`src/rtl/core/i2cms_pkg.sv`:
```
// Shared command codes and line/data state type for the I2C bit sequencer.
package i2cms_pkg;

  localparam logic [2:0] FUNC_START    = 3'd0;
  localparam logic [2:0] FUNC_STOP     = 3'd1;
  localparam logic [2:0] FUNC_SEND     = 3'd2;
  localparam logic [2:0] FUNC_READ     = 3'd3;
  localparam logic [2:0] FUNC_WAIT_ACK = 3'd4;
  localparam logic [2:0] FUNC_ACK      = 3'd5;
  localparam logic [2:0] FUNC_NACK     = 3'd6;
  localparam logic [2:0] FUNC_LAST     = FUNC_NACK;

  localparam int unsigned PERIOD_W = 16;
  localparam logic [PERIOD_W-1:0] PERIOD_RESET = 16'd10;
  localparam logic [3:0] BITS_PER_BYTE = 4'd8;
  localparam logic [3:0] LAST_BIT = 4'd7;
  localparam logic [3:0] STEP_MAX = 4'd15;

  // Line drive levels plus the data held across phases.
  typedef struct packed {
    logic       scl;
    logic       sda;
    logic [7:0] shift;
    logic       ack;
    logic [7:0] rx;
  } line_state_t;

endpackage

```
`src/rtl/core/i2cms_phase.sv`:
```
// Combinational actions of one command phase: line levels, shifting, sampling.
module i2cms_phase (
  input  logic [2:0]            cmd,
  input  logic [3:0]            phase,
  input  logic [3:0]            bit_idx,
  input  logic                  sda_in,
  input  i2cms_pkg::line_state_t st_in,
  output i2cms_pkg::line_state_t st_out,
  output logic                  finish
);
  import i2cms_pkg::*;

  always_comb begin
    st_out = st_in;
    finish = 1'b0;
    unique case (cmd)
      FUNC_START: begin
        priority if (phase == 4'd0) begin
          st_out.scl = 1'b1;
          st_out.sda = 1'b1;
        end else if (phase == 4'd1) begin
          st_out.sda = 1'b0;
        end else if (phase == 4'd2) begin
          st_out.scl = 1'b0;
        end else begin
          finish = 1'b1;
        end
      end
      FUNC_STOP: begin
        if (phase == 4'd0) begin
          st_out.sda = 1'b0;
          st_out.scl = 1'b1;
        end else begin
          st_out.sda = 1'b1;
          finish     = 1'b1;
        end
      end
      FUNC_SEND: begin
        priority if (bit_idx >= BITS_PER_BYTE) begin
          finish = 1'b1;
        end else if (phase == 4'd0) begin
          st_out.sda = st_in.shift[7];
        end else if (phase == 4'd1) begin
          st_out.scl = 1'b1;
        end else begin
          st_out.scl   = 1'b0;
          // release SDA for the ack slot after the last data bit
          if (bit_idx == LAST_BIT) st_out.sda = 1'b1;
          st_out.shift = {st_in.shift[6:0], 1'b0};
        end
      end
      FUNC_READ: begin
        priority if (bit_idx >= BITS_PER_BYTE) begin
          st_out.rx = st_in.shift;
          finish    = 1'b1;
        end else if (phase == 4'd0) begin
          st_out.scl = 1'b1;
        end else begin
          st_out.shift = {st_in.shift[6:0], sda_in};
          st_out.scl   = 1'b0;
        end
      end
      FUNC_WAIT_ACK: begin
        priority if (phase == 4'd0) begin
          st_out.sda = 1'b1;
        end else if (phase == 4'd1) begin
          st_out.scl = 1'b1;
        end else if (phase == 4'd2) begin
          st_out.ack = sda_in;
          st_out.scl = 1'b0;
        end else begin
          finish = 1'b1;
        end
      end
      FUNC_ACK: begin
        priority if (phase == 4'd0) begin
          st_out.sda = 1'b0;
        end else if (phase == 4'd1) begin
          st_out.scl = 1'b1;
        end else if (phase == 4'd2) begin
          st_out.scl = 1'b0;
        end else begin
          st_out.sda = 1'b1;
          finish     = 1'b1;
        end
      end
      default: begin
        // nack
        priority if (phase == 4'd0) begin
          st_out.sda = 1'b1;
        end else if (phase == 4'd1) begin
          st_out.scl = 1'b1;
        end else if (phase == 4'd2) begin
          st_out.scl = 1'b0;
        end else begin
          finish = 1'b1;
        end
      end
    endcase
  end

endmodule

```
`src/rtl/core/i2c_master_bit_sequencer.sv`:
```
// I2C master bit sequencer: tick-driven command phases, one result beat per tick beat.
// Each input beat is one timer tick and produces exactly one result beat. A beat
// is taken every clock cycle as long as the result register is empty or being
// drained; its result appears in the next cycle. The state update and the result
// are computed in a single pass of logic ahead of that one result register.
// Every phase holds its line levels for half_period ticks (zero counts as
// one); commands offered while a command is running are dropped.
module i2c_master_bit_sequencer (
  input  logic                           clk,
  input  logic                           rst,
  input  logic                           cfg_we,
  input  logic [i2cms_pkg::PERIOD_W-1:0] cfg_wdata,
  input  logic                           in_valid,
  output logic                           in_ready,
  input  logic                           cmd_valid,
  input  logic [2:0]                     func,
  input  logic [7:0]                     tx_byte,
  input  logic                           sda_in,
  output logic                           out_valid,
  input  logic                           out_ready,
  output logic                           scl_level,
  output logic                           sda_level,
  output logic                           ready_res,
  output logic                           done_res,
  output logic [7:0]                     rx_byte,
  output logic                           nack_seen
);
  import i2cms_pkg::*;

  logic [PERIOD_W-1:0] half_period;
  logic                busy;
  logic [2:0]          cmd;
  logic [3:0]          phase;
  logic [3:0]          bit_idx;
  logic [PERIOD_W-1:0] delay;
  line_state_t         st;

  logic                busy_next;
  logic [2:0]          cmd_next;
  logic [3:0]          phase_next;
  logic [3:0]          bit_idx_next;
  logic [PERIOD_W-1:0] delay_next;
  line_state_t         st_next;
  logic                done_next;

  logic                accept;
  logic [PERIOD_W-1:0] period;
  logic [3:0]          phase_adv;
  logic [3:0]          bit_adv;
  logic [2:0]          pm_cmd;
  logic [3:0]          pm_phase;
  logic [3:0]          pm_bit;
  line_state_t         pm_st_in;
  line_state_t         pm_st_out;
  logic                pm_finish;

  assign in_ready = !out_valid || out_ready;
  assign accept   = in_valid && in_ready;
  assign period   = (half_period == '0) ? PERIOD_W'(1) : half_period;

  // Step to the next phase; send and read loop their per-bit phases.
  always_comb begin
    phase_adv = phase;
    bit_adv   = bit_idx;
    priority if ((cmd == FUNC_SEND && phase >= 4'd2) ||
                 (cmd == FUNC_READ && phase >= 4'd1)) begin
      phase_adv = '0;
      if (bit_idx < STEP_MAX) bit_adv = bit_idx + 4'd1;
    end else if (phase < STEP_MAX) begin
      phase_adv = phase + 4'd1;
    end
  end

  always_comb begin
    pm_cmd   = busy ? cmd : func;
    pm_phase = busy ? phase_adv : 4'd0;
    pm_bit   = busy ? bit_adv : 4'd0;
    pm_st_in = st;
    if (!busy) pm_st_in.shift = (func == FUNC_SEND) ? tx_byte : 8'd0;
  end

  i2cms_phase u_phase (
    .cmd     (pm_cmd),
    .phase   (pm_phase),
    .bit_idx (pm_bit),
    .sda_in  (sda_in),
    .st_in   (pm_st_in),
    .st_out  (pm_st_out),
    .finish  (pm_finish)
  );

  always_comb begin
    busy_next    = busy;
    cmd_next     = cmd;
    phase_next   = phase;
    bit_idx_next = bit_idx;
    delay_next   = delay;
    st_next      = st;
    done_next    = 1'b0;
    if (busy) begin
      if (delay > PERIOD_W'(1)) begin
        delay_next = delay - PERIOD_W'(1);
      end else begin
        phase_next   = phase_adv;
        bit_idx_next = bit_adv;
        st_next      = pm_st_out;
        if (pm_finish) begin
          busy_next  = 1'b0;
          delay_next = '0;
          done_next  = 1'b1;
        end else begin
          delay_next = period;
        end
      end
    end else if (cmd_valid && func <= FUNC_LAST) begin
      cmd_next     = func;
      phase_next   = '0;
      bit_idx_next = '0;
      busy_next    = 1'b1;
      delay_next   = period;
      st_next      = pm_st_out;
    end
  end

  always_ff @(posedge clk) begin
    if (rst) begin
      half_period <= PERIOD_RESET;
    end else if (cfg_we) begin
      half_period <= cfg_wdata;
    end
  end

  always_ff @(posedge clk) begin
    if (rst) begin
      busy      <= 1'b0;
      cmd       <= '0;
      phase     <= '0;
      bit_idx   <= '0;
      delay     <= '0;
      st.scl    <= 1'b1;
      st.sda    <= 1'b1;
      st.shift  <= '0;
      st.ack    <= 1'b0;
      st.rx     <= '0;
    end else if (accept) begin
      busy    <= busy_next;
      cmd     <= cmd_next;
      phase   <= phase_next;
      bit_idx <= bit_idx_next;
      delay   <= delay_next;
      st      <= st_next;
    end
  end

  // result register
  always_ff @(posedge clk) begin
    if (rst) begin
      out_valid <= 1'b0;
    end else if (accept) begin
      out_valid <= 1'b1;
    end else if (out_ready) begin
      out_valid <= 1'b0;
    end
  end

  always_ff @(posedge clk) begin
    if (accept) begin
      scl_level <= st_next.scl;
      sda_level <= st_next.sda;
      ready_res <= !busy_next;
      done_res  <= done_next;
      rx_byte   <= st_next.rx;
      nack_seen <= st_next.ack;
    end
  end

endmodule

```
`config.mk`:
```
export PLATFORM = sky130hd
export DESIGN_NAME = i2c_master_bit_sequencer
export DESIGN_NICKNAME = d
export VERILOG_FILES = /design/src/rtl/core/i2cms_pkg.sv /design/src/rtl/core/i2cms_phase.sv /design/src/rtl/core/i2c_master_bit_sequencer.sv
export SDC_FILE = /design/constraint.sdc
export NUM_CORES = 1
export LEC_CHECK = 0
export BUFFER_PORTS_ARGS = -buffer_cell sky130_fd_sc_hd__buf_2
export CAP_MARGIN = 20
export CORE_MARGIN = 4
export CORE_UTILIZATION = 27
export CTS_BUF_LIST = sky130_fd_sc_hd__clkbuf_8
export DETAILED_ROUTE_END_ITERATION = 10
export GPL_TIMING_DRIVEN = 0
export PLACE_DENSITY = 0.43
export REMOVE_ABC_BUFFERS = 1
export SKIP_CTS_REPAIR_TIMING = 1
export SYNTH_ARGS = -nofsm -noshare
export SYNTH_HDL_FRONTEND = slang
export SYNTH_SLANG_ARGS = --single-unit
```
`constraint.sdc`:
```
create_clock -name clk -period 4.3 [get_ports clk]
set_input_delay 0.215 -clock clk [delete_from_list [all_inputs] [get_ports clk]]
set_output_delay 0.215 -clock clk [all_outputs]
set_load 0.02 [all_outputs]
```
# ---- Word-level counts from Yosys, hierarchy flattened
# Cells that the tools add are included.
dict set report word_totals {
  word_cells 125
  in_bits 34
  out_inout_bits 15
  register_bits 77
}
dict set report op_classes {
  eq_ne 12
  add_sub_neg 3
  mux 66
  reduce_logical 18
  order_cmp 7
  n_bitwise 1
}
# operator n
set ops {}
lappend ops {{16-bit 2-to-1 mux} 5}
lappend ops {{19-bit 2-to-1 mux} 3}
lappend ops {{8-bit 2-to-1 mux} 7}
lappend ops {{4-bit 2-to-1 mux} 11}
lappend ops {{1-bit 2-to-1 mux} 32}
lappend ops {{16-bit by 1-bit > comparator with 1-bit output (second input constant)} 1}
lappend ops {{16-bit zero test} 1}
lappend ops {{8-bit case mux with 2 select lines} 1}
lappend ops {{16-bit by 1-bit subtractor with 16-bit output (second input constant)} 1}
lappend ops {{3-bit by 2-bit == test with 1-bit output (second input constant)} 5}
lappend ops {{10-bit 2-to-1 mux} 1}
lappend ops {{9-bit 2-to-1 mux} 1}
lappend ops {{4-bit by 1-bit adder with 4-bit output (second input constant)} 2}
lappend ops {{4-bit < comparator (second input constant)} 2}
lappend ops {{3-bit == test (second input constant)} 2}
lappend ops {{3-bit AND reduction} 2}
lappend ops {{1-bit case mux with 5 select lines} 1}
lappend ops {{4-bit by 1-bit == test with 1-bit output (second input constant)} 1}
lappend ops {{4-bit by 2-bit == test with 1-bit output (second input constant)} 1}
lappend ops {{4-bit by 3-bit == test with 1-bit output (second input constant)} 1}
lappend ops {{4-bit by 1-bit >= comparator with 1-bit output (second input constant)} 1}
lappend ops {{4-bit by 2-bit >= comparator with 1-bit output (second input constant)} 1}
lappend ops {{4-bit >= comparator (second input constant)} 1}
lappend ops {{1-bit logical AND} 4}
lappend ops {{15 further kinds} 19}

# ---- Logic depth before layout (Yosys ltp)
# Gate-level depths: netlist of run 1.
dict set report logic_depth {
  word_depth 14
  mapped_depth 10
  mapped_depth_nobuf 9
}

# ---- By module
# From an unflattened synthesis of run 1, not the netlist that was laid out.
dict set report hier_totals {
  cells_unflattened 527
  area_unflattened_um2 4536.9
}
# module cells_per_inst seq_area_each_um2 instances area_per_inst_um2
set modules_own_cells {}
lappend modules_own_cells {i2c_master_bit_sequencer 442 1671.6 1 3983.8}
lappend modules_own_cells {i2cms_phase 85 0.0 1 553.0}

# ---- Worst setup path before layout of run 1
# OpenSTA, ideal clock, no wires.
dict set report synth_timing {
  path_type {reg2reg}
  startpoint {reg phase[0]}
  endpoint {reg rx_byte[2], data pin}
  setup_time_ns 0.268
  stages_incl_launch_ff 10
  t_required_ns 4.032
  arrival_ns 2.393
  n_path_buf 1
  setup_slack_ns 1.639
  period_less_slack_ns 2.661
  cell_sequence {dfxtp_1 -> inv_1 -> ha_1 -> and3b_1 -> o21a_1 -> o21ai_1 -> nand2_1 -> nor4_2 -> buf_2 -> a21oi_1}
}
# item line
set synth_rtl {}
lappend synth_rtl {{start: declaration} i2c_master_bit_sequencer.sv:33} ;# logic [3:0] phase;
lappend synth_rtl {{start signal: assignment} i2c_master_bit_sequencer.sv:148} ;# phase <= phase_next;
lappend synth_rtl {{end signal: assignment} i2c_master_bit_sequencer.sv:172} ;# rx_byte <= st_next.rx;
lappend synth_rtl {{end: declaration} i2c_master_bit_sequencer.sv:25} ;# output logic [7:0] rx_byte,

# ---- Worst setup path in the final report of run 1
dict set report layout_timing {
  startpoint {reg delay[2]}
  endpoint {reg st[11] in the netlist's numbering}
}
dict set report layout_via {
  elab_chain_cells 3
}
# item line
set layout_lines {}
lappend layout_lines {{start: declaration} i2c_master_bit_sequencer.sv:35} ;# logic [PERIOD_W-1:0] delay;
lappend layout_lines {{start signal: assignment} i2c_master_bit_sequencer.sv:150} ;# delay <= delay_next;
lappend layout_lines {{16-bit by 1-bit > comparator with 1-bit output} i2c_master_bit_sequencer.sv:101} ;# if (delay > PERIOD_W'(1)) begin
lappend layout_lines {{2-bit != test (no source line)} n/a}
lappend layout_lines {{3-bit AND reduction (no source line)} n/a}
lappend layout_lines {{end signal: assignment} i2c_master_bit_sequencer.sv:151} ;# st <= st_next;
lappend layout_lines {{end: declaration} i2c_master_bit_sequencer.sv:36} ;# line_state_t st;
# Every way passes these cells.
# A chain may end at the register's enable or synchronous reset.

==> results of run 1 <==
## sequential cells by signal, summed over array words and instances, names as in the netlist
| register | count |
|---|---|
| st | 8 |
| sda_level | 1 |
| rx_byte | 8 |
| nack_seen | 1 |
| pm_st_in | 11 |
| scl_level | 1 |
| busy | 1 |
| phase | 4 |
| ready_res | 1 |
| done_res | 1 |
| bit_idx | 4 |
| half_period | 16 |
| out_valid | 1 |
| cmd | 3 |
| delay | 16 |
## logic make-up (layout without fill, tap and decap cells)
logic type                 after synthesis  in the layout  synth area share (%)
adders and majority gates                7              7                 2.008
buffers and inverters                   41             84                 3.643
DFF                                     77             77                 38.32
xor gates and xnor gates                 8              8                 1.606
muxes                                   29             29                 6.713
and+or+nand+nor                        207            207                 24.24
AOI/OAI and AO/OA                      152            152                 23.47
## cells in the final DEF (no fill, tap or decap), types with 7 or more instances in the layout
cell type	count
nand2b_1	9
o21ai_0	24
nor3_1	14
nand3_1	14
nand2_1	47
a31oi_1	11
clkbuf_8	9
dfxtp_1	64
mux2i_1	27
ha_1	7
edfxtp_1	13
a22oi_1	9
a21oi_1	44
inv_1	16
nor2_1	68
a211oi_1	12
buf_2	48
or3_1	9
## path summary, 6_finish.rpt
kind	end	slack [ns]	start	cells past startpoint
setup / recovery	st[11]$_SDFFE_PP0P_	0.55	delay[2]$_SDFFE_PP0P_	7
hold reg to reg	st[16]$_SDFFE_PP0P_	0.46	st[16]$_SDFFE_PP0P_	2
setup reg to reg	st[11]$_SDFFE_PP0P_	0.55	delay[2]$_SDFFE_PP0P_	7
hold / removal	half_period[1]$_SDFFE_PP1P_	0.06	cfg_wdata[1]	3
## cells in the mapped netlist (all sizes together), types with 2 or more instances
master / number
nor2b: 4
o211ai: 2
o311ai: 3
dfxtp: 64
nor3: 16
or4: 4
o21a: 6
a32o: 2
nand4: 5
o22ai: 2
a211oi: 12
inv: 16
a221oi: 3
mux2i: 27
ha: 7
clkbuf: 14
nand2b: 9
buf: 11
a31oi: 11
and3: 3
nand2: 47
nor3b: 2
xnor2: 3
or2: 4
a22oi: 9
xor2: 5
nand4b: 2
edfxtp: 13
nor4b: 3
nand3: 14
or3: 10
mux2: 2
a41oi: 4
a21o: 2
a21oi: 45
o211a: 4
o21bai: 2
a2111oi: 4
nor2: 70
o21ai: 30
nor4: 8
## area by class of cell
cell class | count | area, um^2
Clock buffer | 9 | 123.9
Clock inverter | 7 | 146.4
Fill cell | 1716 | 10770
Inverter | 16 | 60.06
Multi-Input combinational cell | 403 | 2537
Sequential cell | 77 | 1672
Tap cell | 216 | 270.3
Timing Repair Buffer | 52 | 302.8
## stage by stage
step / hold WS, ns / setup slack [ns]
4_1_cts: 0.02337 / 0.5399
5_1_grt: 0.05067 / 0.3165
2_1_floorplan: 0.2839 / 1.029
6_report: 0.05531 / 0.5469
3_3_place_gp: 0.4358 / -0.3020
3_5_place_dp: 0.4436 / 0.5582
## power groups by stage
stage          logic [mW]  clock network, mW  registers, mW
2_1_floorplan       0.218                  0          0.816
5_1_grt             0.379              0.808          0.802
3_3_place_gp        0.326                  0          0.817
6_report            0.340              0.753          0.797
3_5_place_dp        0.340                  0          0.814
4_1_cts             0.341              0.778          0.797
## metal layers
layer / vias up / part of all wire (%)
met3: 19 / 4.6
met1: 1933 / 46
li1: 2003 / -
met5: - / 0
met4: 0 / 1.7
met2: 115 / 47
## worst max-delay path: stages (launching register included)
cell     delay (ns)
dfxtp_1        0.37
or4_4          0.57
or3_4          0.39
o21ai_2        0.75
nand2_1        0.79
a311o_1        0.57
a21oi_1        0.13
a32o_1         0.13
==> out/metrics.cfg, run 1 <==
[detailed_routing]
ant_nets=0
viasPerCell=5.218
routed_wl_um=12720
drt_pass1_iterations=5
vias=4070
drc=0
drt_iter0_markers=240
wire_per_inst_um=16.31

[power_and_ir_drop]
clkPwrFrac_pct=39.8
switching_power_mw=0.5506
comb_power_share_pct=18.0
p_sw_share_pct=29.14
p_leak_nw=1.909
p_int_mw=1.339
power_frac_seq_pct=42.2
vdd_ir_drop_max_v=0.0002587
powerDensity_nw_per_um2=369.6
power_mw=1.890

[worst_setup_path]
cp_max_fo=25
end_kind=register
cp.required_ns=4.62
arrival_ns=4.08
startpoint_type=register
critPathKind=reg -> reg

[floorplan]
initial_utilization_pct=27.46
chipHeight_um=135.1
die_area_um2=18250
rows=46
core_um2=15890
io-pin-count=49
dieWidth_um=135.1

[final_layout]
fin_nets=600
final_area_um2=5112
antennaDiodeCount=0
syn2layout_area_growth_pct=17.21
post-route-util_pct=32.18
fin_cells=780
drive_gt1_share_pct=15.60

[logic_synthesis]
synth.distinct_cells=73
yosysWarningCount=0
yosys-top-cells-area=dfxtp_1 (29%), edfxtp_1 (9.0%), mux2i_1 (6.2%)
ys.flop_type=dfxtp_1
synth_top_area_share_pct=29.37
netlist_area_um2=4362
synth_area_leader_cell=dfxtp_1
netlist_instances=521
synth_enable_flop_cells=13
avgSynthCellArea_um2=8.372
ys_seq_area_share_pct=38.32
async_flop_share_pct=0
synth_seq_cells=77

[timing]
rsz0062_at_grt=no
hold_viol=0
fmax_ghz=0.2665
final.period_utilization_pct=87.28
setup-tns-final_ns=0
drv_slew=0
tightestPinTransition_ns=1.004
layout_min_cycle_time_ns=3.753
skew_ns=0.007725
slew_headroom_pct=32.98
setup_violations=0

[placed_design]
dpl_cell_area_um2=4835
gp_congestion=0.8509
hpwlAfterDp_um=8948
port_buffers=48
place_inst=763

[clock_network]
cts_buffer_depth=2
clk_latency_ns=0.38
ctsHtreeMaxLevel=3
cts_tree=built
clkTransAtPathRegs_ns=0.09
root_buffer=clkbuf_8
numCtsBuffers=9
cts_sinks=77

[global_routing]
grt_start_max_net_pins=39
grt-ovfl-total=0
grt_usage_pct=14.20
met2_usage_pct=23.29
antenna_found_initial=0
grt_use_met3_pct=3.204
globalRoute.busiestLayer=met2
grt_pass1_vias=3803
gr-usage-met1_pct=18.53
grt_pass1_wl_um=20600

[outcome]
status=finished clean

[flow_run]
cap_violations=0

[min_path]
hold_path.class=in -> reg

Power figures use the tool's default switching activity.
==> run 2, diff against run 1 <==
--- a/config.mk
+++ b/config.mk
@@ -13,7 +13,6 @@
 export DETAILED_ROUTE_END_ITERATION = 10
 export GPL_TIMING_DRIVEN = 0
 export PLACE_DENSITY = 0.43
-export REMOVE_ABC_BUFFERS = 1
 export SKIP_CTS_REPAIR_TIMING = 1
 export SYNTH_ARGS = -nofsm -noshare
 export SYNTH_HDL_FRONTEND = slang
==> run 2 against run 1 <==
Effect of this change:
- combinational power up 4%
- worst setup slack better by 0.35 ns
- flip-flop and latch count unchanged
- clock skew up 0.0050 ns
- sequential share of layout area up 0.088 points
- largest cell class unchanged
- largest power group unchanged
- highest routed layer unchanged
==> out/metrics.cfg, run 2 (synthesis results as in run 1) <==
[final_layout]
post-route-util_pct=32.10
regArea_um2=1672
antennaDiodeCount=0
final_common_cell=nor2_1
drive_gt1_share_pct=14.55
syn2layout_area_growth_pct=16.90
fin_nets=620
final_cell_mix=nor2_1 (69), dfxtp_1 (64), buf_2 (51)
fill_cells=1699
multiInputGateArea_um2=2531

[worst_setup_path]
startpoint_type=register
end_kind=register
cp_max_fo=10
arrival_ns=3.52
cp.required_ns=4.42
timing.rr.end=rx_byte[5]$_DFFE_PP_
ff2ff_path_depth=9
r2r_slack_ns=0.90
critPathKind=reg -> reg
r2r-start=phase[0]$_SDFFE_PP0P_

[timing]
layout_min_cycle_time_ns=3.402
fmax_ghz=0.2939
slew_headroom_pct=30.25
setup_violations=0
setup-tns-final_ns=0
tightestPinTransition_ns=1.041
skew_ns=0.01272
final.period_utilization_pct=79.13
drv_slew=0
hold_viol=0
rsz0062_at_grt=no
fin_hold_ws_ns=0.06075

[min_path]
hold_path_depth=3
min_to=half_period[1]$_SDFFE_PP1P_
min_from=cfg_wdata[1]
hold_path.class=in -> reg

[detailed_routing]
viasPerCell=5.188
wl_met3_um=650
routed_wl_um=13920
vias=4150
drc=0
ant_nets=0
drt_pass1_iterations=5
drt_iter0_markers=247
wl_met2_um=6497
met1Wirelength_um=6408
wire_per_inst_um=17.40
top_layer=met4

[global_routing]
grt-ovfl-total=0
grt_start_max_net_pins=17
antenna_found_initial=0
grt_pass1_vias=4017
grt_usage_pct=15.43
grt_pass1_wl_um=21960

[power_and_ir_drop]
vdd_ir_drop_max_v=0.0002026
power_frac_seq_pct=44.2
switching_power_mw=0.5622
clkPwrFrac_pct=36.2
p_sw_share_pct=31.26
powerDensity_nw_per_um2=352.8
comb_power_share_pct=19.7
p_int_mw=1.237
p_leak_nw=1.898

[floorplan]
rows=46
die_area_um2=18250
dieWidth_um=135.1
initial_utilization_pct=27.46
io-pin-count=49
chipHeight_um=135.1
core_um2=15890

[outcome]
status=finished clean

[placed_design]
hpwlAfterDp_um=10320
gp_congestion=0.8684
port_buffers=47

[logic_synthesis]
syn-num-nets=562

[clock_network]
clk_latency_ns=0.38
cts_buffer_depth=2
cts_tree=built
root_buffer=clkbuf_8
ctsHtreeMaxLevel=3
clkTransAtPathRegs_ns=0.09
cts_sinks=77
numCtsBuffers=9

[flow_run]
cap_violations=0

run 2: cell types whose count changed in the layout (fill, tap and decap cells not counted), moves of 2 or more:
cell,delta
buf_1,+7
buf_2,+3
buf_4,-2
bufinv_16,-2
clkbuf_1,+14
run 2: stage by stage:
stage,cells,instance area (um^2),worst slack (ns),total power [mW]
final,800,5099,0.8975,1.799
after global placement,784,4867,0.9704,1.160
after CTS,800,5099,0.9330,1.816
after detailed placement,784,4867,0.9531,1.163
after global routing,800,5099,0.6951,1.885
after floorplan,521,4362,1.639,1.049
run 2: worst max path at each step:
stage / start / end / cells after the start
final: phase[0]$_SDFFE_PP0P_ / rx_byte[5]$_DFFE_PP_ / 9
after global routing: phase[0]$_SDFFE_PP0P_ / rx_byte[0]$_DFFE_PP_ / 10
after CTS: phase[0]$_SDFFE_PP0P_ / rx_byte[5]$_DFFE_PP_ / 9
after detailed placement: phase[0]$_SDFFE_PP0P_ / rx_byte[5]$_DFFE_PP_ / 9
after global placement: phase[0]$_SDFFE_PP0P_ / rx_byte[1]$_DFFE_PP_ / 9
after floorplan: phase[0]$_SDFFE_PP0P_ / rx_byte[2]$_DFFE_PP_ / 9
run 2: worst max-delay path, cell delays in order (launching register included):
cell and delay (ns):
dfxtp_1 0.45, inv_1 0.18, ha_1 0.23, and3b_1 0.17
o21a_1 0.24, o21ai_1 0.37, nand2_1 0.23, nor4_2 0.80
buf_2 0.36, a21oi_1 0.10
run 2: cell type report:
cell class | instances | share of cell area (%)
Tap cell | 216 | 5.301
Clock inverter | 6 | 1.840
Sequential cell | 77 | 32.79
Multi-Input combinational cell | 403 | 49.64
Timing Repair Buffer | 47 | 4.614
Clock buffer | 10 | 2.699
Inverter | 16 | 1.178
Buffer | 25 | 1.939
run 2: layer usage:
metal / global-route usage, % / up-vias
li1: - / 2047
met1: 19.74 / 1954
met2: 25.36 / 122
met3: 3.465 / 27
met4: 5.879 / 0
met5: 0 / -
run 2: power by group through the flow:
stage                     logic [mW]  clock network (mW)  registers (mW)
after floorplan                0.238                   0           0.811
after global routing           0.390               0.696           0.799
final                          0.354               0.650           0.794
after CTS                      0.354               0.668           0.794
after detailed placement       0.352                   0           0.811
after global placement         0.350                   0           0.810
==> run 3, diff against run 2 <==
==> constraint.sdc (replaced) <==
create_clock -name clk -period 3.3 [get_ports clk]
set_input_delay 0.165 -clock clk [delete_from_list [all_inputs] [get_ports clk]]
set_output_delay 0.165 -clock clk [all_outputs]
set_load 0.02 [all_outputs]
==> run 3 against run 2 <==
Effect of this change:
- worst setup slack lost 0.66 ns
- final cell count grew 0.38%
- cell area grew 0.76%
- routed wire length grew 0.37%
- combinational power grew 31%
- die area is the same
- core utilization grew 0.24 points
- clock skew is essentially flat
- via count grew 1.2%
- maximum frequency grew 11%
- critical endpoint is now st[10]$_SDFFE_PP0P_
- largest power group unchanged
==> out/metrics.cfg, run 3 (synthesis results as in run 1) <==
[detailed_routing]
drt_iter0_markers=262
wl_met3_um=678
top_layer=met4
ant_nets=0
wl_met2_um=6449
drt_pass1_iterations=5
viasPerCell=5.228
vias=4198
wire_per_inst_um=17.40
routed_wl_um=13970
drc=0
met1Wirelength_um=6454

[clock_network]
clkTransAtPathRegs_ns=0.09
clk_latency_ns=0.37
root_buffer=clkbuf_8
cts_tree=built
cts_buffer_depth=2
numCtsBuffers=9
cts_sinks=77
ctsHtreeMaxLevel=3

[power_and_ir_drop]
p_leak_nw=1.916
power_mw=2.349
powerDensity_nw_per_um2=457.2
vdd_ir_drop_max_v=0.0002696

[floorplan]
die_area_um2=18250
core_um2=15890
rows=46
dieWidth_um=135.1
io-pin-count=49
initial_utilization_pct=27.46
chipHeight_um=135.1

[min_path]
hold_path.class=in -> reg
min_from=cfg_wdata[1]
min_to=half_period[1]$_SDFFE_PP1P_
hold_path_depth=3

[timing]
tightestPinTransition_ns=0.9945
fmax_ghz=0.3268
layout_min_cycle_time_ns=3.060
hold_viol=0
slew_headroom_pct=33.19
setup-tns-final_ns=0
timing.final.ws_setup_ns=0.2401
setup_violations=0
final.period_utilization_pct=92.73
skew_ns=0.01271
drv_slew=0

[final_layout]
fill_cells=1695
final_cell_mix=nor2_1 (69), dfxtp_1 (64), buf_2 (51)
antennaDiodeCount=0
syn2layout_area_growth_pct=17.79
fin_nets=623
final_common_cell=nor2_1
drive_gt1_share_pct=15.16
final_area_um2=5137
fin_cells=803

[global_routing]
grt_pass1_wl_um=21960
antenna_found_initial=0
grt-ovfl-total=0
grt_usage_pct=15.43
grt_pass1_vias=4017
grt_start_max_net_pins=17

[logic_synthesis]
syn-num-nets=562

[worst_setup_path]
cp.required_ns=3.60
startpoint_type=register
ff2ff_path_depth=8
r2r_slack_ns=0.24
r2r-start=phase[0]$_SDFFE_PP0P_
arrival_ns=3.36
end_kind=register
timing.rr.end=st[10]$_SDFFE_PP0P_
path_cells=ha_1 -> or2_1 -> a2111oi_2 -> o211ai_1 -> o2bb2ai_1 -> nor2_1 -> or3_1 -> a31oi_1
critPathKind=reg -> reg
critPathSlowestCell=a2111oi_2
cp_max_fo=6
crit_path_max_incr_delay_ns=0.70

[placed_design]
preCtsSetupSlack_ns=-0.04688
port_buffers=47
gp_congestion=0.8684
dpl_cell_area_um2=4867
hpwlAfterDp_um=10320
place_inst=784

[flow_run]
cap_violations=0

[outcome]
status=finished clean

run 3: critical path, delay by kind of cell, from the launching register on:
| family | cells | cell delay, ns |
|---|---|---|
| DFF | 1 | 0.38 |
| AOI/OAI and AO/OA | 4 | 1.47 |
| adders and majority gates | 1 | 0.29 |
| and+or+nand+nor | 3 | 0.84 |
run 3: worst max-delay path by stage:
stage / endpoint / depth (start not counted) / from
global route: rx_byte[0]$_DFFE_PP_ / 10 / phase[0]$_SDFFE_PP0P_
global placement: rx_byte[1]$_DFFE_PP_ / 9 / phase[0]$_SDFFE_PP0P_
detailed placement: rx_byte[5]$_DFFE_PP_ / 9 / phase[0]$_SDFFE_PP0P_
CTS: rx_byte[5]$_DFFE_PP_ / 9 / phase[0]$_SDFFE_PP0P_
floorplan: rx_byte[2]$_DFFE_PP_ / 9 / phase[0]$_SDFFE_PP0P_
finish: st[10]$_SDFFE_PP0P_ / 8 / phase[0]$_SDFFE_PP0P_
run 3: per-stage QoR:
| step | util [%] | hold WS (ns) |
|---|---|---|
| after floorplan | - | 0.2940 |
| after global placement | 30.64 | 0.3832 |
| after detailed placement | 30.64 | 0.3921 |
| after CTS | 32.10 | -0.006707 |
| after global routing | 32.34 | 0.01632 |
| final | 32.34 | 0.007161 |
run 3: layout make-up:
type                       instances  area, um^2  share of cell area, %
buffer                            25       98.84                  1.924
clock buffer                      10       137.6                  2.679
clock inverter                     6       93.84                  1.827
inverter                          16       60.06                  1.169
multi-input combinational        403        2547                  49.59
sequential                        77        1672                  32.54
tap                              216       270.3                  5.261
timing repair buffer              50       257.7                  5.017
run 3: metal layers:
layer | global-route usage, % | up-vias
met4 | 5.879 | 0
met2 | 25.36 | 120
met1 | 19.74 | 1987
met3 | 3.465 | 29
li1 | - | 2062
met5 | 0 | -
run 3: report_power, final:
| part | switching (mW) | internal [mW] |
|---|---|---|
| clock | 0.398 | 0.452 |
| combinational | 0.300 | 0.164 |
| sequential | 0.0391 | 0.996 |
